`config.mk`:
```
export PLATFORM = sky130hd
export DESIGN_NAME = cbq_mac
export DESIGN_NICKNAME = d
export VERILOG_FILES = /design/src/design/cbq_pkg.sv /design/src/design/cbq_mac.sv
export SDC_FILE = /design/constraint.sdc
export NUM_CORES = 2
export LEC_CHECK = 0
export BUFFER_PORTS_ARGS = -buffer_cell sky130_fd_sc_hd__buf_2
export CAP_MARGIN = 15
export CORE_ASPECT_RATIO = 0.5
export CORE_MARGIN = 5
export CORE_UTILIZATION = 36
export DETAILED_ROUTE_END_ITERATION = 8
export GPL_TIMING_DRIVEN = 0
export PLACE_DENSITY_LB_ADDON = 0.25
export SYNTH_ARGS = -nofsm -noshare
export SYNTH_HDL_FRONTEND = slang
export SYNTH_SLANG_ARGS = --single-unit
```
`constraint.sdc`:
```
create_clock -name clk -period 2.2 [get_ports clk]
set_input_delay 0.55 -clock clk [delete_from_list [all_inputs] [get_ports clk]]
set_output_delay 0.55 -clock clk [all_outputs]
set_load 0.005 [all_outputs]
```
`src/design/cbq_pkg.sv`:
```
package cbq_pkg;

    localparam int SECTIONS      = 8;
    localparam int COEFS_PER_SEC = 5;
    localparam int SLOTS         = COEFS_PER_SEC * SECTIONS + 1;
    localparam int GAIN_SLOT     = COEFS_PER_SEC * SECTIONS;
    localparam int COEF_AW       = $clog2(SLOTS);
    localparam int SEC_AW        = (SECTIONS > 1) ? $clog2(SECTIONS) : 1;

    localparam logic signed [31:0] ONE_Q28 = 32'sh1000_0000;

    localparam logic CMD_FILTER = 1'b0;
    localparam logic CMD_WRITE  = 1'b1;

    typedef struct packed {
        logic               command;
        logic signed [23:0] sample_in;
        logic [5:0]         coeff_index;
        logic signed [31:0] coeff_value;
    } in_word_t;

    typedef struct packed {
        logic signed [23:0] sample_out;
        logic               saturated;
    } out_word_t;

    typedef struct packed {
        logic signed [39:0] fd;
        logic signed [39:0] sd;
    } delay_pair_t;

    typedef struct packed {
        logic               rd_en;
        logic [COEF_AW-1:0] rd_addr;
        logic               wr_en;
        logic [COEF_AW-1:0] wr_addr;
        logic signed [31:0] wr_data;
    } coef_req_t;

    typedef struct packed {
        logic              rd_en;
        logic [SEC_AW-1:0] rd_addr;
        logic              wr_en;
        logic [SEC_AW-1:0] wr_addr;
        delay_pair_t       wr_data;
    } state_req_t;

    // b0 of every section and the gain slot start at one
    function automatic logic [SLOTS-1:0] neutral_mask();
        logic [SLOTS-1:0] m;
        m = '0;
        for (int s = 0; s <= SECTIONS; s++)
        begin
            m[COEFS_PER_SEC * s] = 1'b1;
        end
        return m;
    endfunction

    localparam logic [SLOTS-1:0] NEUTRAL_MASK = neutral_mask();

    // q3.28 times q8.23 product back to 28 fraction bits, round half up
    function automatic logic signed [40:0] rnd23(input logic signed [63:0] p);
        logic signed [63:0] t;
        t = p + 64'sd4194304;
        return $signed(t[63:23]);
    endfunction

    function automatic logic signed [39:0] sat40(input logic signed [47:0] v);
        if (v > 48'sh007F_FFFF_FFFF)
        begin
            return 40'sh7F_FFFF_FFFF;
        end
        else if (v < 48'shFF80_0000_0000)
        begin
            return 40'sh80_0000_0000;
        end
        return $signed(v[39:0]);
    endfunction

    function automatic logic signed [31:0] sat32(input logic signed [47:0] v);
        if (v > 48'sh0000_7FFF_FFFF)
        begin
            return 32'sh7FFF_FFFF;
        end
        else if (v < 48'shFFFF_8000_0000)
        begin
            return 32'sh8000_0000;
        end
        return $signed(v[31:0]);
    endfunction

endpackage

```
`src/design/cbq_mac.sv`:
```
module cbq_mac
    import cbq_pkg::*;
(
    input  logic               clk,
    input  logic               rst_n,
    input  logic               en,
    input  logic signed [31:0] coef,
    input  logic signed [31:0] operand,
    output logic signed [63:0] product
);

    logic signed [63:0] product_reg;

    always_ff @(posedge clk or negedge rst_n)
    begin
        if (!rst_n)
        begin
            product_reg <= '0;
        end
        else if (en)
        begin
            product_reg <= 64'(coef) * 64'(operand);
        end
    end

    assign product = product_reg;

endmodule

```
==> out/results.tsv <==
stage	metric	value	unit
floorplan	Top Ports	131	
setup_path	worst-path fanout max	6	
sta	max-slew violations	0	
placed_design	Post-DP Area	42700	um2
hold_path	Hold Path Class	in -> async	
setup_path	worst path arrival time	7.96	ns
route	final antenna-violating net count	0	
cells_and_area	most common cell after layout, fill and taps aside	fa_1	
sta	worst hold margin	0.191	ns
yosys	Synth async-reset ratio	100	%
global_routing	vias in the first global route	32986	
route	# DRC	0	
sta	final hold vios	0	
setup_path	Worst Setup End Kind	flip-flop	
route	First-pass DRT Iterations	5	
cells_and_area	Final nets	5743	
status	failing checks	negative setup slack	
global_routing	largest net degree at the start of global routing	41	
yosys	Syn Area/Cell	9.53	um2
global_routing	initial antenna violation count	21	
setup_path	reg-to-reg critical path endpoint	product[59]$_DFFE_PN0P_	
yosys	yosys warns	0	
setup_path	worst path cell trace	buf_12 > clkinvlp_4 > buf_6 > clkbuf_16 > buf_4 > nor2_1 > fa_1 > fa_1 > fa_1 > fa_1 > fa_1 > fa_1 > fa_1 > fa_1 > ha_1 > and2_1 > nand2_1 > o21ai_2 > or3_4 > o2111a_2 > nor3_1 > xnor2_1 > mux2_2	
placed_design	detailed placement HPWL	123000	um
status	status	finished, violations left	
setup_path	Buffers & Inverters on Critical Path	5	
flow_run	max-cap violations	0	
sta	RSZ-0062 raised after global routing	true	
yosys	cell count after synthesis	4046	
placed_design	Port Buffers	130	
floorplan	core area	106000	um2
cts	root buf cell	clkbuf_16	
route	Iter 0 DRT Violations	2997	
sta	Final min period	7.71	ns
setup_path	Worst Path Required	2.45	ns
route	post-DR vias/cell	5.21	
route	WL final	155000	um
setup_path	Crit path largest cell delay	0.69	ns
cells_and_area	Largest register FFs	64	
yosys	Syn Nets	5379	
floorplan	area of the die	114000	um2
sta	Slew @ Worst Pin	1.07	ns
cts	cts bufs inserted	9	
yosys	post-synthesis cell area	38600	um2
cts	CTS tree	built	
global_routing	gr usage total	27.3	%
cells_and_area	area grow syn2layout	26.4	%
setup_path	reg2reg setup slack	1.33	ns
setup_path	Crit Path Category	in -> reg	
cts	CTS clk-pin slew, worst paths	0.06	ns
global_routing	first-pass GRT wire length	224000	um
cts	maximum clock insertion buffer count	2	
cts	hold buffers post-CTS	0	
sta	setup violators final	62	
cells_and_area	Finished Layout Cells	5850	
setup_path	worst r2r src	product[59]$_DFFE_PN0P_	
sta	setup ws final	-5.51	ns
setup_path	r2r worst-path depth	2	
sta	clock skew	0	ns
setup_path	Top delay family on crit path	adder cells	
setup_path	CP max stage cell	fa_1	
route	Vias	30477	
yosys	dominant synthesized flop cell	dfrtp_1	
floorplan	Chip Height	241	um
sta	Fmax achieved	0.130	GHz
setup_path	cell mode on critical path	fa_1	
placed_design	placed instance count	5596	
floorplan	site row count	84	
sta	fraction of the cycle the final worst path needs	351	%
cts	clock sinks	64	
sta	Max-slew headroom	28.8	%
floorplan	width of the die	473	um
yosys	post-synthesis cell type count	65	
placed_design	RePlAce Congestion	0.990	
global_routing	residual overflow from global routing	0	
setup_path	CP Launch Type	input port	
cells_and_area	proportion of layout cells with a drive suffix above 1	23.4	%
floorplan	starting density of the core	36.5	%
route	WL/cell	26.4	um
cts	Skew-Pair Late Insertion Delay	0.36	ns
cts	Clock H-tree levels	3	
yosys	Seq/Total Area, Yosys	4.15	%
yosys	Synth Register Bits	64	
sta	Fin Setup TNS	-266.97	ns
cells_and_area	most frequent cells in the layout	993 x fa_1, 915 x inv_1, 513 x nand2_1	
yosys	Post-synth EDFFs	0	
cells_and_area	final instance area	48800	um2
-- timing repair --
action | in CTS | in global routing
setup buffers | 145 | 77
resized for setup | 666 | 229
pin swaps | 142 | 150
endpoints found under the setup margin | 64 | 62
gates cloned | 10 | 0
-- cells by family after synthesis --
kind of cell,Yosys count,share of synthesized area (%)
xor gates and xnor gates,58,1.32
and+or+nand+nor,1201,15.5
DFF,64,4.15
adders and majority gates,1266,62.1
AOI/OAI and AO/OA,242,4.24
buffers and inverters,1175,11.4
muxes,40,1.17
-- worst max-delay path by stage --
stage | from | endpoint | slack (ns) | cells after the start
after floorplan | coef[31] | product[63]$_DFFE_PN0P_ | -5.37 | 25
after global placement | operand[31] | product[55]$_DFFE_PN0P_ | -7.02 | 22
after detailed placement | operand[31] | product[55]$_DFFE_PN0P_ | -7.04 | 22
after CTS | coef[31] | product[63]$_DFFE_PN0P_ | -5.40 | 27
after global routing | coef[31] | product[56]$_DFFE_PN0P_ | -5.60 | 29
final | operand[31] | product[61]$_DFFE_PN0P_ | -5.51 | 23
-- area by class of cell --
class,count,area [um2]
Antenna cell,17,42.5
Buffer,205,3330
Clock buffer,11,253
Clock inverter,4,53.8
Fill cell,10028,57000
Inverter,962,3640
Multi-Input combinational cell,2807,34900
Sequential cell,64,1600
Tap cell,1419,1780
Timing Repair Buffer,361,3200
-- stage by stage --
step                utilization (%)  worst slack, ns
CTS                            44.8            -5.40
global placement               40.4            -7.02
global route                   46.1            -5.60
detailed placement             40.4            -7.04
finish                         46.1            -5.51
floorplan                         -            -5.37
-- synth_stat cells, drive strengths merged (9+ instances only) --
master	instances	share of area (%)
and3	10	0.16
nand2b	12	0.19
o21ai	41	0.53
nor3	9	0.13
a211o	9	0.20
nand2	536	5.2
o311ai	9	0.20
a211oi	9	0.18
mux2	40	1.2
and2	517	8.4
nor2	63	0.61
clkbuf	208	2.0
a21o	37	0.72
nand3	23	0.30
a31oi	10	0.19
a21oi	71	0.93
xnor2	41	0.93
xor2	17	0.39
ha	184	6.0
inv	961	9.4
fa	1082	56
dfrtp	64	4.2
-- per-layer routing --
| layer | GRT usage [%] | share of wire [%] | vias up |
|---|---|---|---|
| met1 | 36.0 | 40 | 16192 |
| met4 | 12.6 | 5.8 | 0 |
| li1 | - | - | 12438 |
| met3 | 6.49 | 9.5 | 343 |
| met2 | 43.1 | 45 | 1504 |
| met5 | 0 | 0 | - |
-- worst reg2reg max path: cells and delay by family (launching register included) --
kind / cells / cell delay (ns)
flops: 1 / 0.38
compound gates: 2 / 0.34
Power is not shown: default switching activity piles up to over one toggle a cycle in this logic, so the estimate is an artifact.
