==> src/design/cbq_pkg.sv <==
package cbq_pkg;

    localparam int SECTIONS      = 8;
    localparam int COEFS_PER_SEC = 5;
    localparam int SLOTS         = COEFS_PER_SEC * SECTIONS + 1;
    localparam int GAIN_SLOT     = COEFS_PER_SEC * SECTIONS;
    localparam int COEF_AW       = $clog2(SLOTS);
    localparam int SEC_AW        = (SECTIONS > 1) ? $clog2(SECTIONS) : 1;

    localparam logic signed [31:0] ONE_Q28 = 32'sh1000_0000;

    localparam logic CMD_FILTER = 1'b0;
    localparam logic CMD_WRITE  = 1'b1;

    typedef struct packed {
        logic               command;
        logic signed [23:0] sample_in;
        logic [5:0]         coeff_index;
        logic signed [31:0] coeff_value;
    } in_word_t;

    typedef struct packed {
        logic signed [23:0] sample_out;
        logic               saturated;
    } out_word_t;

    typedef struct packed {
        logic signed [39:0] fd;
        logic signed [39:0] sd;
    } delay_pair_t;

    typedef struct packed {
        logic               rd_en;
        logic [COEF_AW-1:0] rd_addr;
        logic               wr_en;
        logic [COEF_AW-1:0] wr_addr;
        logic signed [31:0] wr_data;
    } coef_req_t;

    typedef struct packed {
        logic              rd_en;
        logic [SEC_AW-1:0] rd_addr;
        logic              wr_en;
        logic [SEC_AW-1:0] wr_addr;
        delay_pair_t       wr_data;
    } state_req_t;

    // b0 of every section and the gain slot start at one
    function automatic logic [SLOTS-1:0] neutral_mask();
        logic [SLOTS-1:0] m;
        m = '0;
        for (int s = 0; s <= SECTIONS; s++)
        begin
            m[COEFS_PER_SEC * s] = 1'b1;
        end
        return m;
    endfunction

    localparam logic [SLOTS-1:0] NEUTRAL_MASK = neutral_mask();

    // q3.28 times q8.23 product back to 28 fraction bits, round half up
    function automatic logic signed [40:0] rnd23(input logic signed [63:0] p);
        logic signed [63:0] t;
        t = p + 64'sd4194304;
        return $signed(t[63:23]);
    endfunction

    function automatic logic signed [39:0] sat40(input logic signed [47:0] v);
        if (v > 48'sh007F_FFFF_FFFF)
        begin
            return 40'sh7F_FFFF_FFFF;
        end
        else if (v < 48'shFF80_0000_0000)
        begin
            return 40'sh80_0000_0000;
        end
        return $signed(v[39:0]);
    endfunction

    function automatic logic signed [31:0] sat32(input logic signed [47:0] v);
        if (v > 48'sh0000_7FFF_FFFF)
        begin
            return 32'sh7FFF_FFFF;
        end
        else if (v < 48'shFFFF_8000_0000)
        begin
            return 32'sh8000_0000;
        end
        return $signed(v[31:0]);
    endfunction

endpackage

==> src/design/cbq_coef_mem.sv <==
module cbq_coef_mem
    import cbq_pkg::*;
(
    input  logic               clk,
    input  logic               rst_n,
    input  coef_req_t          req,
    output logic signed [31:0] rdata
);

    logic [31:0]      coef_mem [SLOTS];
    logic [SLOTS-1:0] valid_reg;
    logic [31:0]      mem_q_reg;
    logic             hit_reg;
    logic             neutral_reg;

    always_ff @(posedge clk)
    begin
        if (req.wr_en)
        begin
            coef_mem[req.wr_addr] <= req.wr_data;
        end
        if (req.rd_en)
        begin
            mem_q_reg <= coef_mem[req.rd_addr];
        end
    end

    // an entry never written reads as its neutral value
    always_ff @(posedge clk or negedge rst_n)
    begin
        if (!rst_n)
        begin
            valid_reg   <= '0;
            hit_reg     <= 1'b0;
            neutral_reg <= 1'b0;
        end
        else
        begin
            if (req.wr_en)
            begin
                valid_reg[req.wr_addr] <= 1'b1;
            end
            if (req.rd_en)
            begin
                hit_reg     <= valid_reg[req.rd_addr];
                neutral_reg <= NEUTRAL_MASK[req.rd_addr];
            end
        end
    end

    assign rdata = hit_reg ? $signed(mem_q_reg) : (neutral_reg ? ONE_Q28 : 32'sd0);

endmodule

==> config.mk <==
export PLATFORM = sky130hd
export DESIGN_NAME = cbq_coef_mem
export DESIGN_NICKNAME = d
export VERILOG_FILES = /design/src/design/cbq_pkg.sv /design/src/design/cbq_coef_mem.sv
export SDC_FILE = /design/constraint.sdc
export NUM_CORES = 1
export LEC_CHECK = 0
export BUFFER_PORTS_ARGS = -buffer_cell sky130_fd_sc_hd__buf_2
export CAP_MARGIN = 20
export CORE_MARGIN = 8
export CORE_UTILIZATION = 59
export CTS_CLUSTER_DIAMETER = 50
export DETAILED_ROUTE_END_ITERATION = 10
export PLACE_DENSITY = 0.75
export SLEW_MARGIN = 20
export SYNTH_ARGS = -nofsm -noshare
export SYNTH_HDL_FRONTEND = slang
export SYNTH_SLANG_ARGS = --single-unit
==> constraint.sdc <==
create_clock -name clk -period 4.35 [get_ports clk]
set_input_delay 0.435 -clock clk [delete_from_list [all_inputs] [get_ports clk]]
set_output_delay 0.435 -clock clk [all_outputs]
set_load 0.02 [all_outputs]
==> out/results.tsv <==
stage	metric	value	unit
clock_tree	clk_latency	0.74	ns
clock_tree	cts_setup_buffers	0	
floorplan	fp.dieW	317	µm
min_path	hp-class	primary input to asynchronous set/reset pin	
synth	synth_most_common_cell	edfxtp_1	
synth	synth_top_area_cell	edfxtp_1	
placement	placed_cells	3615	
power_and_ir_drop	power_frac_clock	41.3	%
synth	yosys-top-cells-count	1344 x edfxtp_1, 330 x mux4_2, 118 x mux2i_1	
synth	yosysTopAreaCellShare	75.6	%
power_and_ir_drop	seq_power_share	53.5	%
layout	ff_latch_area	41400	µm²
grt	top_usage_layer	met2	
floorplan	rows	110	
synth	yosys-top-cells-area	edfxtp_1 76%, mux4_2 14%, mux2i_1 2.2%	
critical_path	crit_cells	2	
layout	stdcell_count	3869	
critical_path	r2r-start	coef_mem[8][31]$_DFFE_PP_	
critical_path	cp.arrival	2.12	ns
clock_tree	htree_levels	4	
critical_path	cp-startpoint	hit_reg$_DFFE_PN0P_	
synth	synth_edf_count	1344	
synth	syn_area_per_cell	22.3	µm²
critical_path	worstRegToRegCells	5	
critical_path	required	3.91	ns
floorplan	die_area	100000	µm²
clock_tree	cts_made_buffers	137	
flow_run	cap_viol_max_count	0	
placement	dpl.hpwl	74000	µm
layout	num-nets-final	2627	
power_and_ir_drop	peakVddDrop	0.366	mV
layout	area_delta_synth_final	13.0	%
floorplan	ios	80	
grt	antenna_found_initial	10	
grt	met3_usage	6.94	%
critical_path	cp_cell_sequence	mux2_2, buf_2	
grt	grt_max_degree	74	
synth	postSynth.asyncResetShare	3.10	%
drt	firstDrtPassIters	5	
timing	skew	0.0234	ns
clock_tree	root_buffer	clkbuf_16	
placement	post_dp_cell_area	56000	µm²
synth	netlist_area	53400	µm²
critical_path	cp_slowest_cell	dfrtp_2	
drt	drc	0	
critical_path	cp_max_fo	33	
timing	slew_viol_final	0	
clock_tree	clkSinkCount	1387	
timing	min_period	2.55	ns
timing	maxSlewHeadroom	29.5	%
critical_path	crit_path_end_kind	output port	
timing	post-route-period-util	58.7	%
critical_path	cp_top_family	flip-flops	
drt	postRouteAntennaNets	0	
clock_tree	cts_tree	built	
floorplan	start_util	59.4	%
power_and_ir_drop	p_int	22.0	mW
synth	synth_flop_cell	edfxtp_1	
grt	grt.overflow.total	0	
drt	drt_wl_total	131000	µm
drt	via_count	26000	
outcome	status	complete, no violations	
power_and_ir_drop	p_total	28.0	mW
timing	setup_tns	0	ns
synth	yosysUniqueCellTypes	36	
timing	fmax	0.392	GHz
critical_path	worstSetupPathType	flip-flop to output port	
floorplan	die_h	317	µm
synth	ys_ff_latch	1387	
critical_path	worst-path-buf-inv	1	
layout	multiInputGateArea	11600	µm²
power_and_ir_drop	p_sw	5.94	mW
placement	routabilityCongestion	0.839	
drt	vias_per_cell	6.73	
placement	io_buffers	79	
synth	syn_inst	2400	
synth	yosysSeqAreaShare	77.6	%
clock_tree	clk_path_buf_depth	3	
critical_path	slowest_delay	0.78	ns
power_and_ir_drop	p_leak	19.6	nW
drt	wire_per_inst	34.0	µm
clock_tree	cts.clk_slew.worst_paths	0.06	ns
floorplan	fp.coreArea	89900	µm²
layout	largest_reg_flops	1312	
drt	dr.first_iter.drc_count	3917	
power_and_ir_drop	power_frac_comb	5.3	%
grt	grt_pass1_vias	26600	
synth	synth.net_count	2448	
timing	worst_pin_slew	1.06	ns
timing	finalHoldViolCount	0	
synth	ys.warnings.count	0	
layout	layout-drive-gt1-share	31.0	%
timing	rsz0062_at_grt	no	
grt	grt_pass1_wl	188000	µm
layout	design_area	60400	µm²
power_and_ir_drop	switching_share	21.2	%
timing	setup_viol	0	
critical_path	start_kind	flip-flop	
power_and_ir_drop	p_per_area	463	nW/µm²
grt	grt_util_all_layers	26.5	%
layout	nFillCells	5376	
grt	grt.met2_usage	40.3	%
grt	grt_use_met1	37.5	%
layout	fin_util	67.2	%
-- worst register-to-register path, delay by kind of cell (launching register included) --
family	cells	cell delay, ns
muxes	2	0.95
DFF	1	0.38
and+or+nand+nor	2	0.31
AOI/OAI and AO/OA	1	0.23
-- what timing repair did --
item	CTS	global route
hold buffers	1	0
endpoints found under the hold margin	43	0
gates resized for setup	0	0
-- cell type report --
class	instances	share of cell area, %
tap	1176	2.44
clock buffer	166	6.11
clock inverter	82	1.15
sequential	1387	68.6
multi-input combinational	887	19.1
antenna	5	0.0207
timing repair buffer	166	2.52
-- layer usage --
metal / up-vias / wire, µm
li1: 10400 / -
met1: 13800 / 49500
met2: 1667 / 61600
met3: 253 / 15700
met4: 0 / 4610
met5: - / 0
-- cells in the final DEF, fill, tap and decap left out, drive strengths merged, types with 8 or more instances in the layout --
master / n
a21oi: 27
and2: 32
buf: 165
bufinv: 9
clkbuf: 166
clkinv: 60
dfrtp: 43
edfxtp: 1344
mux2: 47
mux2i: 118
mux4: 330
nand2: 105
nand3: 11
nor2: 45
nor2b: 8
o211ai: 33
o21ai: 36
o22ai: 25
or2: 41
-- stage by stage --
step           setup slack [ns]  hold WS, ns
3_5_place_dp               1.22        0.447
5_1_grt                    1.72        0.293
6_report                   1.80        0.248
4_1_cts                    1.42        0.250
2_1_floorplan             0.603        0.139
3_3_place_gp               1.22        0.446
-- cells by family after synthesis --
group	Yosys count	synth area share, %
compound gates	133	1.60
xor+xnor	1	0.0164
buf+inv	126	1.38
flops	1387	77.6
mux	495	17.1
simple gates	258	2.32
-- power by group through the flow --
stage / Combinational, mW / Sequential, mW / Clock, mW
floorplan: 0.892 / 15.2 / 0
global placement: 1.42 / 15.2 / 0
detailed placement: 1.46 / 15.2 / 0
CTS: 1.48 / 15.0 / 11.6
global route: 1.56 / 15.0 / 12.1
finish: 1.48 / 15.0 / 11.5
-- worst paths after layout --
check | endpoint | slack [ns]
worst max-delay path | rdata[28] | 1.80
worst min-delay path | valid_reg[20]$_DFFE_PN0P_ | 0.25
worst max register to register | mem_q_reg[31]$_DFFE_PP_ | 2.23
worst min register to register | valid_reg[23]$_DFFE_PN0P_ | 0.47
max in group asynchronous | hit_reg$_DFFE_PN0P_ | 3.67
min in group clk | coef_mem[9][19]$_DFFE_PP_ | 0.29
(Power assumes the default switching activity.)
