[src/design/cbq_pkg.sv]
package cbq_pkg;

    localparam int SECTIONS      = 8;
    localparam int COEFS_PER_SEC = 5;
    localparam int SLOTS         = COEFS_PER_SEC * SECTIONS + 1;
    localparam int GAIN_SLOT     = COEFS_PER_SEC * SECTIONS;
    localparam int COEF_AW       = $clog2(SLOTS);
    localparam int SEC_AW        = (SECTIONS > 1) ? $clog2(SECTIONS) : 1;

    localparam logic signed [31:0] ONE_Q28 = 32'sh1000_0000;

    localparam logic CMD_FILTER = 1'b0;
    localparam logic CMD_WRITE  = 1'b1;

    typedef struct packed {
        logic               command;
        logic signed [23:0] sample_in;
        logic [5:0]         coeff_index;
        logic signed [31:0] coeff_value;
    } in_word_t;

    typedef struct packed {
        logic signed [23:0] sample_out;
        logic               saturated;
    } out_word_t;

    typedef struct packed {
        logic signed [39:0] fd;
        logic signed [39:0] sd;
    } delay_pair_t;

    typedef struct packed {
        logic               rd_en;
        logic [COEF_AW-1:0] rd_addr;
        logic               wr_en;
        logic [COEF_AW-1:0] wr_addr;
        logic signed [31:0] wr_data;
    } coef_req_t;

    typedef struct packed {
        logic              rd_en;
        logic [SEC_AW-1:0] rd_addr;
        logic              wr_en;
        logic [SEC_AW-1:0] wr_addr;
        delay_pair_t       wr_data;
    } state_req_t;

    // b0 of every section and the gain slot start at one
    function automatic logic [SLOTS-1:0] neutral_mask();
        logic [SLOTS-1:0] m;
        m = '0;
        for (int s = 0; s <= SECTIONS; s++)
        begin
            m[COEFS_PER_SEC * s] = 1'b1;
        end
        return m;
    endfunction

    localparam logic [SLOTS-1:0] NEUTRAL_MASK = neutral_mask();

    // q3.28 times q8.23 product back to 28 fraction bits, round half up
    function automatic logic signed [40:0] rnd23(input logic signed [63:0] p);
        logic signed [63:0] t;
        t = p + 64'sd4194304;
        return $signed(t[63:23]);
    endfunction

    function automatic logic signed [39:0] sat40(input logic signed [47:0] v);
        if (v > 48'sh007F_FFFF_FFFF)
        begin
            return 40'sh7F_FFFF_FFFF;
        end
        else if (v < 48'shFF80_0000_0000)
        begin
            return 40'sh80_0000_0000;
        end
        return $signed(v[39:0]);
    endfunction

    function automatic logic signed [31:0] sat32(input logic signed [47:0] v);
        if (v > 48'sh0000_7FFF_FFFF)
        begin
            return 32'sh7FFF_FFFF;
        end
        else if (v < 48'shFFFF_8000_0000)
        begin
            return 32'sh8000_0000;
        end
        return $signed(v[31:0]);
    endfunction

endpackage

[src/design/cbq_state_mem.sv]
module cbq_state_mem
    import cbq_pkg::*;
(
    input  logic        clk,
    input  logic        rst_n,
    input  state_req_t  req,
    output delay_pair_t rdata
);

    delay_pair_t      state_mem [SECTIONS];
    logic [SECTIONS-1:0] valid_reg;
    delay_pair_t      mem_q_reg;
    logic             hit_reg;

    always_ff @(posedge clk)
    begin
        if (req.wr_en)
        begin
            state_mem[req.wr_addr] <= req.wr_data;
        end
        if (req.rd_en)
        begin
            mem_q_reg <= state_mem[req.rd_addr];
        end
    end

    // delays start at zero until a section writes them back
    always_ff @(posedge clk or negedge rst_n)
    begin
        if (!rst_n)
        begin
            valid_reg <= '0;
            hit_reg   <= 1'b0;
        end
        else
        begin
            if (req.wr_en)
            begin
                valid_reg[req.wr_addr] <= 1'b1;
            end
            if (req.rd_en)
            begin
                hit_reg <= valid_reg[req.rd_addr];
            end
        end
    end

    assign rdata = hit_reg ? mem_q_reg : '0;

endmodule

[config.mk]
export PLATFORM = sky130hd
export DESIGN_NAME = cbq_state_mem
export DESIGN_NICKNAME = d
export VERILOG_FILES = /design/src/design/cbq_pkg.sv /design/src/design/cbq_state_mem.sv
export SDC_FILE = /design/constraint.sdc
export NUM_CORES = 1
export LEC_CHECK = 0
export ABC_AREA = 1
export BUFFER_PORTS_ARGS = -buffer_cell sky130_fd_sc_hd__buf_4
export CELL_PAD_IN_SITES_DETAIL_PLACEMENT = 0
export CELL_PAD_IN_SITES_GLOBAL_PLACEMENT = 2
export CORE_ASPECT_RATIO = 1.25
export CORE_MARGIN = 5
export CORE_UTILIZATION = 25
export DETAILED_ROUTE_END_ITERATION = 10
export GPL_TIMING_DRIVEN = 0
export PLACE_DENSITY_LB_ADDON = 0.15
export SYNTH_ARGS = -nofsm -noshare
export SYNTH_HDL_FRONTEND = slang
export SYNTH_SLANG_ARGS = --single-unit
[constraint.sdc]
create_clock -name clk -period 1.6 [get_ports clk]
set_input_delay 0.16 -clock clk [delete_from_list [all_inputs] [get_ports clk]]
set_output_delay 0.16 -clock clk [all_outputs]
set_load 0.01 [all_outputs]
==> results of run 1 <==
## placed cells by master (no fill, tap or decap), types with 8 or more instances in the layout
cell type,n
o21ai_1,151
edfxtp_1,720
nor2_4,8
o22ai_1,80
buf_4,132
clkbuf_1,86
dlygate4sd3_1,90
nand2_8,8
o21ai_0,257
dfrtp_1,8
nand2_4,40
nand2_1,281
buf_12,28
nor2_1,400
buf_2,18
inv_1,52
inv_2,32
buf_6,60
clkbuf_16,96
clkinv_1,18
## what timing repair did
item | CTS | global route
hold buffers | 90 | 0
resized for setup | 189 | 42
pin swaps | 2 | 2
hold endpoints to repair | 675 | 0
endpoints found under the setup margin | 160 | 99
gates cloned | 5 | 0
## routing by layer
metal | routed length, µm | part of all wire [%] | global-route usage (%) | up-vias
met3 | 3890 | 4.1 | 2.32 | 98
met1 | 40100 | 43 | 19.2 | 9189
li1 | - | - | - | 8531
met2 | 48300 | 51 | 27.7 | 410
met5 | 13 | 0.014 | 0 | -
met4 | 1940 | 2.1 | 4.12 | 2
## cell type report
class,count,area [µm²],area share (%)
Sequential cell,729,21800,60.1
Multi-Input combinational cell,1239,5880,16.2
Timing Repair Buffer,292,3060,8.43
Clock buffer,105,2160,5.94
Tap cell,1470,1840,5.06
Buffer,132,896,2.47
Inverter,95,427,1.17
Clock inverter,31,221,0.609
Antenna cell,4,10.0,0.0275
## report_power, final
group,internal [W],total (W),leakage (nW),switching [W]
Clock,0.00991,0.0173,1.16,0.00741
Sequential,0.0218,0.0220,6.69,0.000215
Combinational,0.00146,0.00396,5.15,0.00250
Total,0.0332,0.0433,13.0,0.0101
## worst min-delay path by stage
stage,start,endpoint,slack (ps),cells after the start
after detailed placement,rst_n,valid_reg[2],-5,1
after global routing,req[83],state_mem[0][71],60,3
final,req[83],state_mem[3][77],70,3
after CTS,req[83],state_mem[0][71],30,3
after floorplan,rst_n,hit_reg,-140,0
after global placement,rst_n,valid_reg[2],-9,1
## kinds of logic (layout without fill, tap and decap cells)
group | after synthesis | in the layout | share of synthesized area, %
AOI/OAI and AO/OA | 488 | 488 | 8.99
buffers and inverters | 227 | 655 | 3.77
DFF | 729 | 729 | 77.2
other | 0 | 4 | 0
and+or+nand+nor | 751 | 751 | 10.0
## through the flow
| step | setup TNS (ps) | power (W) | hold WS (ps) | setup WS [ps] |
|---|---|---|---|---|
| final | -19160 | 0.0433 | 70.3 | -296 |
| after detailed placement | -197950 | 0.0258 | -4.64 | -1270 |
| after global placement | -1486610 | 0.0257 | -9.32 | -2170 |
| after CTS | -26800 | 0.0439 | 29.5 | -396 |
| after global routing | -24510 | 0.0450 | 59.1 | -355 |
| after floorplan | -177650 | 0.0239 | -136 | -291 |
## cell usage after synthesis (all sizes together)
cell type	n
edfxtp	720
nor2	408
o21ai	408
nand2	336
inv	94
clkbuf	80
o22ai	80
buf	52
dfrtp	9
nand3	7
clkinv	1
## worst max-delay path: stages, from the launching register on
cell and delay, ps:
dfrtp_2 440, clkbuf_16 200, clkbuf_16 190, nand2_4 100, inv_1 40, buf_4 130
==> impl_results.md, run 1 <==
- Yosys top cell by area: edfxtp_1
- Cell at the root of the clock tree: clkbuf_16
- Maximum clock rate: 527 MHz
- Floorplan row count: 138
- Placed wire-length estimate: 60200 µm
- YS warnings: 0
- Number of clock sinks seen by CTS: 729
- CTS tree: built
- Routed length per placed instance: 23.0 µm
- FF-to-FF Start: valid_reg[6]
- Later-pin clock latency in the skew report: 620 ps
- Reg-to-reg critical path endpoint: valid_reg[6]
- Via count: 18200
- Postcts setup bufs: 0
- Result of the run: finished with violations
- Average cell area after synthesis: 12.9 µm²
- Flip-flop count of the largest register after layout: 640
- Required time worst endpoint: 1440 ps
- Arrival @ worst endpoint: 1740 ps
- Number of storage elements in the synthesis netlist: 729
- Max cap viols: 0
- Capture point of the critical path: rdata[65]
- Final RePlAce weighted congestion: 0.715
- Area of the placeable core: 113000 µm²
- Time the worst path needs with I/O delays and setup: 1900 ps
- Clock-pin slew on the worst setup and hold paths: 60 ps
- Crit path kind: flip-flop to output pin
- Unrepaired setup endpoints after global routing: true
- Worst slew margin relative to its limit: 40.0%
- Type of origin of the critical path: flip-flop
- Syn-to-layout area delta: 28.5%
- Initial antenna violation count: 7
- Die span in x: 311 µm
- Maximum number of pins on one net before global-route repair: 44
- Clock tree skew after final layout: 12.2 ps
- Leakage power of the design: 13.0 nW
- Final routed wirelength across all metal layers: 94200 µm
- Post-route insts no fill: 4097
- Setup violations, final: 80
- Layout cell share with drive strength beyond 1: 17.8%
- Crit path max fanout: 6
- Yosys top cell area share: 76.4%
- First-pass GRT wire length: 135000 µm
- Number of hold violations in the final report: 0
- Final Instance Area: 36300 µm²
- IR drop worst, VDD: 0.727 mV
- Netlist Area Pre-Place: 28300 µm²
- I/O pin count: 170
- Longest Clk Path Bufs: 3
- Cells after Synth: 2195
- Die area: 120000 µm²
- Worst Setup End Kind: output pin
- Antenna-violating nets left: 0
- Post-Synthesis Net Count: 2285
- Post-layout nets: 2658
- Post-DP Area: 32200 µm²
- Starting DRC count in detailed routing: 1266
- Count of filler cells inserted in the layout: 11200
- Post-route DRC violation count: 0
- Cell types occupying the most area after synthesis: edfxtp_1 (76%), nor2_1 (5.4%), o21ai_0 (4.5%)
- Number of optimization iterations in the first detailed-route pass: 5
- Class of the tightest hold or removal check: primary input to flip-flop
- Vertical die dimension: 386 µm
- Number of placed cells counting well taps: 3862
- Final core occ: 32.2%
- Worst r2r path cells: 3
- Starting Density: 25.1%
- Critical Path Source: hit_reg
- Overall fraction of global-route tracks in use: 15.3%
- Number of global-route vias before repair: 18900
- H-tree depth: 3
- Number of CTS-inserted buffers: 79
- Final critical-path share of the clock period: 119%
- Number of buffers added on ports: 166
- PD cells: 1190 nW/µm²
- Transition time at the pin with the least slew margin: 900 ps
- Number of vias per cell after detailed routing: 4.45
- Reg-to-reg setup timing slack: 420 ps
- Number of distinct library cell variants in the gate-level netlist after synthesis: 18
- Sequential-to-total area share from yosys stat: 77.2%
- Failing checks: setup timing
- Residual overflow from global routing: 0
- Number of pins exceeding their max-slew limit in the final report: 0
- Setup slack after layout: -296 ps
Note: power is estimated with default switching activity, not from simulation.
==> inputs of run 2 (changes only) <==
==> constraint.sdc (replaced) <==
create_clock -name clk -period 1.9 [get_ports clk]
set_input_delay 0.19 -clock clk [delete_from_list [all_inputs] [get_ports clk]]
set_output_delay 0.19 -clock clk [all_outputs]
set_load 0.01 [all_outputs]
==> impl_results.md, run 2 (same netlist as run 1, synthesis figures left out) <==
- Reg-to-reg critical path endpoint: mem_q_reg[30]
- FF-to-FF Start: state_mem[4][30]
- Number of global-route vias before repair: 18700 (-0.83%)
- Leakage power of the design: 13.1 nW (+0.68%)
- Crit path max fanout: 7 (+1)
- Longest Clk Path Bufs: 3 (unchanged)
- Routed length per placed instance: 22.7 µm (-1.1%)
- IR drop worst, VDD: 0.571 mV (-21%)
- Final RePlAce weighted congestion: 0.719 (+0.59%)
- Summed negative setup slack over all endpoints: -371 ps (+18790 ps)
- Worst slew margin relative to its limit: 40.5% (+0.52 points)
- Number of vias per cell after detailed routing: 4.40 (-1.1%)
- Maximum clock rate: 515 MHz
- Setup slack after layout: -43.0 ps (+253 ps)
- Worst hold slack across all endpoints: 54.6 ps (-15.6 ps)
- Critical path's most frequent cell: clkbuf_16
- Type of origin of the critical path: flip-flop
- Cell at the root of the clock tree: clkbuf_16
- Ordered cell list for the critical path: clkbuf_16 > clkbuf_16 > nand2_4 > inv_6 > buf_6
- Layout cell share with drive strength beyond 1: 18.0% (+0.21 points)
- Residual overflow from global routing: 0 (unchanged)
- Most congested layer reported by global routing: met2
- PD cells: 1020 nW/µm² (-14%)
- GR Layer Usage met2: 27.7% (+0.045 points)
- Die span in x: 311 µm (unchanged)
- Post-route insts no fill: 4113 (+0.39%)
- Placed wire-length estimate: 60000 µm (-0.27%)
- H-tree depth: 3 (unchanged)
- Number of clock sinks seen by CTS: 729 (unchanged)
- CTS tree: built
- Leading cell type in the layout, fill and taps excluded: edfxtp_1
- Starting Density: 25.1% (unchanged)
- Largest stage delay on the critical path: 440 ps (about the same)
- Worst r2r path cells: 6 (+3)
- Time the worst path needs with I/O delays and setup: 1940 ps
- Met3 track demand over resource: 2.55% (+0.23 points)
- Library cell contributing the largest single delay on the critical path: dfrtp_2
- Final critical-path share of the clock period: 102%
- Syn-to-layout area delta: 29.5%
- Area of the placeable core: 113000 µm² (unchanged)
- Vertical die dimension: 386 µm (unchanged)
- Post-layout nets: 2662 (+0.15%)
- Transition time at the pin with the least slew margin: 890 ps (-9.91 ps)
- Maximum number of pins on one net before global-route repair: 83 (+89%)
- Initial antenna violation count: 8 (+1)
- Max cap viols: 0 (unchanged)
- Clock-pin slew on the worst setup and hold paths: 60 ps (about the same)
- Number of pins exceeding their max-slew limit in the final report: 0 (unchanged)
- Setup violations, final: 16 (-80%)
- Number of CTS-inserted buffers: 81 (+2.5%)
- Post-route DRC violation count: 0 (unchanged)
- I/O pin count: 170 (unchanged)
- Number of placed cells counting well taps: 3861 (-0.026%)
- Antenna-violating nets left: 0 (unchanged)
- Floorplan row count: 138 (unchanged)
- Number of buffers added on ports: 166 (unchanged)
- Met1 capacity usage during global routing: 19.0% (-0.22 points)
- Launch instance of the worst min-delay path: req[82]
- Flip-flop count of the largest register after layout: 640 (unchanged)
- Arrival @ worst endpoint: 1750 ps (about the same)
- Starting DRC count in detailed routing: 1152 (-9.0%)
- Most frequent cells in the layout: edfxtp_1 (720), nor2_1 (400), nand2_1 (283)
- Result of the run: finished with violations
- Postcts setup bufs: 0 (unchanged)
- Number of optimization iterations in the first detailed-route pass: 5 (unchanged)
- Crit path kind: flip-flop to output pin
- Later-pin clock latency in the skew report: 630 ps (about the same)
- Overall fraction of global-route tracks in use: 15.2% (-0.066 points)
- Class of the tightest hold or removal check: primary input to flip-flop
- Worst Setup End Kind: output pin
- Critical Path Source: hit_reg
- Die area: 120000 µm² (unchanged)
- Via count: 18100 (-0.66%)
- Number of hold violations in the final report: 0 (unchanged)
- Clock tree skew after final layout: 20.8 ps (+8.60 ps)
- Capture point of the critical path: rdata[67]
- Count of filler cells inserted in the layout: 11200 (-0.16%)
- Required time worst endpoint: 1710 ps (+270 ps)
- Final core occ: 32.5% (+0.26 points)
- Unrepaired setup endpoints after global routing: true
- First-pass GRT wire length: 134000 µm (-0.60%)
- Reg-to-reg setup timing slack: 690 ps (+270 ps)
- Final routed wirelength across all metal layers: 93500 µm (-0.75%)
- Failing checks: setup timing
[run 2: cell type report]
class	count	area [µm²]	share of cell area, %
antenna	6	15.0	0.0410
tap	1470	1840	5.02
multi-input combinational	1239	5900	16.1
buffer	132	877	2.39
sequential	729	21800	59.6
clock inverter	38	394	1.08
clock buffer	110	2200	6.00
timing repair buffer	294	3120	8.53
inverter	95	434	1.19
[run 2: how the worst min path moves through the flow]
stage / end / slack [ps] / depth (start not counted)
after global placement: valid_reg[2] / 20 / 1
final: valid_reg[7] / 50 / 3
after global routing: valid_reg[7] / 70 / 3
after floorplan: hit_reg / -110 / 0
after detailed placement: valid_reg[3] / 20 / 1
after CTS: valid_reg[7] / 20 / 3
[run 2: repair_timing]
| action | CTS | global route |
|---|---|---|
| gates cloned | 5 | 1 |
| pin swaps | 10 | 10 |
| hold endpoints to repair | 657 | 13 |
| hold buffers | 90 | 1 |
| resized for setup | 193 | 36 |
| setup endpoints to repair | 83 | 80 |
[run 2: power breakdown]
| group | internal [W] | switching [W] |
|---|---|---|
| registers | 0.0183 | 0.000178 |
| logic | 0.00124 | 0.00211 |
| clock network | 0.00920 | 0.00636 |
| total | 0.0288 | 0.00864 |
[run 2: critical path, delay by kind of cell, from the launching register on]
kind / cells / cell delay, ps
AND/OR/NAND/NOR: 1 / 90
flip-flops: 1 / 440
buffers and inverters: 4 / 580
[run 2: per-stage QoR]
stage               setup WS, ps  instance area, µm²  total power, W
global route                -100               36600          0.0390
CTS                         -103               36400          0.0380
detailed placement          -763               32200          0.0217
floorplan                  -21.2               28500          0.0201
finish                     -43.0               36600          0.0374
global placement           -1850               31600          0.0217
[run 2: layer usage]
metal | vias up | part of all wire (%)
met5 | - | 0.0075
met4 | 2 | 2.0
met3 | 113 | 4.0
met2 | 377 | 51
met1 | 9072 | 43
li1 | 8545 | -
==> inputs of run 3 (changes only) <==
--- a/config.mk
+++ b/config.mk
@@ -5,14 +5,14 @@
 export SDC_FILE = /design/constraint.sdc
 export NUM_CORES = 1
 export LEC_CHECK = 0
-export ABC_AREA = 1
-export BUFFER_PORTS_ARGS = -buffer_cell sky130_fd_sc_hd__buf_4
+export ABC_AREA = 0
 export CELL_PAD_IN_SITES_DETAIL_PLACEMENT = 0
 export CELL_PAD_IN_SITES_GLOBAL_PLACEMENT = 2
 export CORE_ASPECT_RATIO = 1.25
 export CORE_MARGIN = 5
 export CORE_UTILIZATION = 25
 export DETAILED_ROUTE_END_ITERATION = 10
+export DONT_BUFFER_PORTS = 1
 export GPL_TIMING_DRIVEN = 0
 export PLACE_DENSITY_LB_ADDON = 0.15
 export SYNTH_ARGS = -nofsm -noshare
==> impl_results.md, run 3 <==
- Worst hold slack across all endpoints: -310 ps (-365 ps)
- Summed negative setup slack over all endpoints: 0 ps (+371 ps)
- Result of the run: finished with violations
- Count of filler cells inserted in the layout: 10400 (-6.9%)
- CTS tree: built
- Flip-flop count of the largest register after layout: 640 (unchanged)
- Netlist Area Pre-Place: 27400 µm² (-3.2%)
- Antenna-violating nets left: 0 (unchanged)
- Die area: 116000 µm² (-3.1%)
- Yosys top cell area share: 79.0% (+2.6 points)
- Initial antenna violation count: 7 (-1)
- Number of global-route vias before repair: 13500 (-28%)
- Maximum clock rate: 546 MHz (+6.0%)
- Unrepaired setup endpoints after global routing: true
- Final routed wirelength across all metal layers: 70800 µm (-24%)
- Routed length per placed instance: 24.8 µm (+9.3%)
- Number of optimization iterations in the first detailed-route pass: 4 (-1)
- Cells after Synth: 1130 (-49%)
- Placed wire-length estimate: 44900 µm (-25%)
- Vertical die dimension: 380 µm (-1.6%)
- Class of the tightest hold or removal check: primary input to flip-flop
- Via count: 12100 (-33%)
- Starting Density: 25.2% (+0.11 points)
- Worst Setup End Kind: output pin
- Layout cell share with drive strength beyond 1: 35.5% (+18 points)
- Transition time at the pin with the least slew margin: 1090 ps (+198 ps)
- Sequential-to-total area share from yosys stat: 79.8% (+2.6 points)
- Setup violations, final: 0 (-16)
- Number of enable flip-flop cells after synthesis: 720 (unchanged)
- PD cells: 1070 nW/µm² (+5.2%)
- Longest Clk Path Bufs: 3 (unchanged)
- Number of CTS-inserted buffers: 81 (unchanged)
- Share of async-settable or async-resettable flops after synthesis: 1.23% (unchanged)
- Pre-CTS setup slack: -835 ps (-72.0 ps)
- Max cap viols: 0 (unchanged)
- Time the worst path needs with I/O delays and setup: 1830 ps (-111 ps)
- Post-layout nets: 1440 (-46%)
- Worst slew margin relative to its limit: 27.2% (-13 points)
- Clock tree skew after final layout: 18.7 ps (-2.16 ps)
- Post-DP Area: 30100 µm² (-6.4%)
- Number of pins exceeding their max-slew limit in the final report: 0 (unchanged)
- Arrival @ worst endpoint: 1640 ps (-110 ps)
- Final Instance Area: 34000 µm² (-7.2%)
- Number of storage elements in the synthesis netlist: 729 (unchanged)
- Final RePlAce weighted congestion: 0.639 (-11%)
- Crit path max fanout: 10 (+3)
- Residual overflow from global routing: 0 (unchanged)
- Die span in x: 306 µm (-1.6%)
- Final critical-path share of the clock period: 96.4% (-5.8 points)
- Failing checks: hold timing
- Number of buffers added on ports: 0 (-100%)
- Floorplan row count: 135 (-2.2%)
- Number of hold violations in the final report: 88 (+88)
- Average cell area after synthesis: 24.2 µm² (+88%)
- Starting DRC count in detailed routing: 698 (-39%)
- Quantity of hold-fixing buffers added after cts: 95 (+5.6%)
- First-pass GRT wire length: 101000 µm (-24%)
- Most frequent cells in the layout: edfxtp_1 (720), mux4_2 (161), dlygate4sd3_1 (95)
- I/O pin count: 170 (unchanged)
- Leading cell type in the layout, fill and taps excluded: edfxtp_1
- IR drop worst, VDD: 0.641 mV (+12%)
- Clock-pin slew on the worst setup and hold paths: 60 ps (about the same)
- Overall fraction of global-route tracks in use: 12.1% (-3.2 points)
- List of most frequent post-synthesis cells: edfxtp_1 (720), mux4_2 (161), and2_1 (80), mux2_2 (80), clkbuf_1 (23)
- Yosys top cell by area: edfxtp_1
- Area of the placeable core: 109000 µm² (-3.7%)
- Post-Synthesis Net Count: 1220 (-47%)
- Most common cell in the synthesized netlist: edfxtp_1
- Cell at the root of the clock tree: clkbuf_16
- Cell types occupying the most area after synthesis: edfxtp_1 (79%), mux4_2 (13%), mux2_2 (3.3%)
- Post-route DRC violation count: 0 (unchanged)
- Required time worst endpoint: 1710 ps (about the same)
- Setup slack after layout: 67.9 ps (+111 ps)
- Later-pin clock latency in the skew report: 620 ps (about the same)
- Number of distinct library cell variants in the gate-level netlist after synthesis: 18 (unchanged)
- YS warnings: 0 (unchanged)
- Number of clock sinks seen by CTS: 729 (unchanged)
- Type of origin of the critical path: flip-flop
- Crit path kind: flip-flop to output pin
- Maximum number of pins on one net before global-route repair: 82 (-1.2%)
- Leakage power of the design: 10.7 nW (-18%)
- Prevailing post-synth register cell: edfxtp_1
- Overall power: 0.0365 W (-2.4%)
- Syn-to-layout area delta: 24.2%
- H-tree depth: 3 (unchanged)
- Number of vias per cell after detailed routing: 4.24 (-3.7%)
==> run 3: where the power goes <==
| group | switching (W) | internal, W | leakage, nW |
|---|---|---|---|
| logic | 0.00121 | 0.00112 | 2.79 |
| registers | 0.000145 | 0.0184 | 6.68 |
| clock network | 0.00634 | 0.00936 | 1.29 |
| total | 0.00770 | 0.0288 | 10.7 |
==> run 3: worst max-delay path: stages (launching register included) <==
cell and delay [ps]:
dfrtp_4 500, buf_12 170, clkbuf_16 170, and2_1 170
==> run 3: worst paths after layout <==
kind	startpoint	end	slack, ps	depth (start not counted)
max	hit_reg	rdata[73]	70	3
min	req[87]	mem_q_reg[72]	-310	0
max reg2reg	valid_reg[0]	hit_reg	280	4
min reg2reg	valid_reg[4]	valid_reg[4]	460	1
max in group asynchronous	rst_n	hit_reg	980	2
min in group asynchronous	rst_n	hit_reg	560	2
==> run 3: logic make-up after synthesis <==
family / after synthesis / synth area share, %
DFF: 729 / 79.8
muxes: 246 / 16.7
and+or+nand+nor: 101 / 2.23
buffers and inverters: 54 / 1.22
==> run 3: per-layer routing <==
metal	track usage [%]	vias up	wire (µm)
li1	-	5168	-
met3	2.99	90	3460
met5	0	-	27
met2	20.9	260	36200
met1	15.3	6569	30000
met4	2.78	4	1150
==> run 3: timing repair <==
action	CTS	global route
setup endpoints to repair	160	48
resized for setup	64	35
buffers inserted	2	0
hold endpoints to repair	822	88
==> run 3: metrics by stage <==
stage / util (%) / instances
2_1_floorplan: - / 1130
3_3_place_gp: 27.0 / 2568
3_5_place_dp: 27.8 / 2608
4_1_cts: 31.2 / 2851
5_1_grt: 31.3 / 2851
6_report: 31.3 / 2852
==> run 3: area by class of cell <==
cell class	count	area (µm²)	area share [%]
clock inverter	44	469	1.38
tap	1438	1800	5.29
inverter	1	3.75	0.0110
buffer	53	445	1.31
multi-input combinational	347	5420	15.9
timing repair buffer	137	1860	5.48
sequential	729	21800	64.3
clock buffer	102	2150	6.32
antenna	1	2.50	0.00736
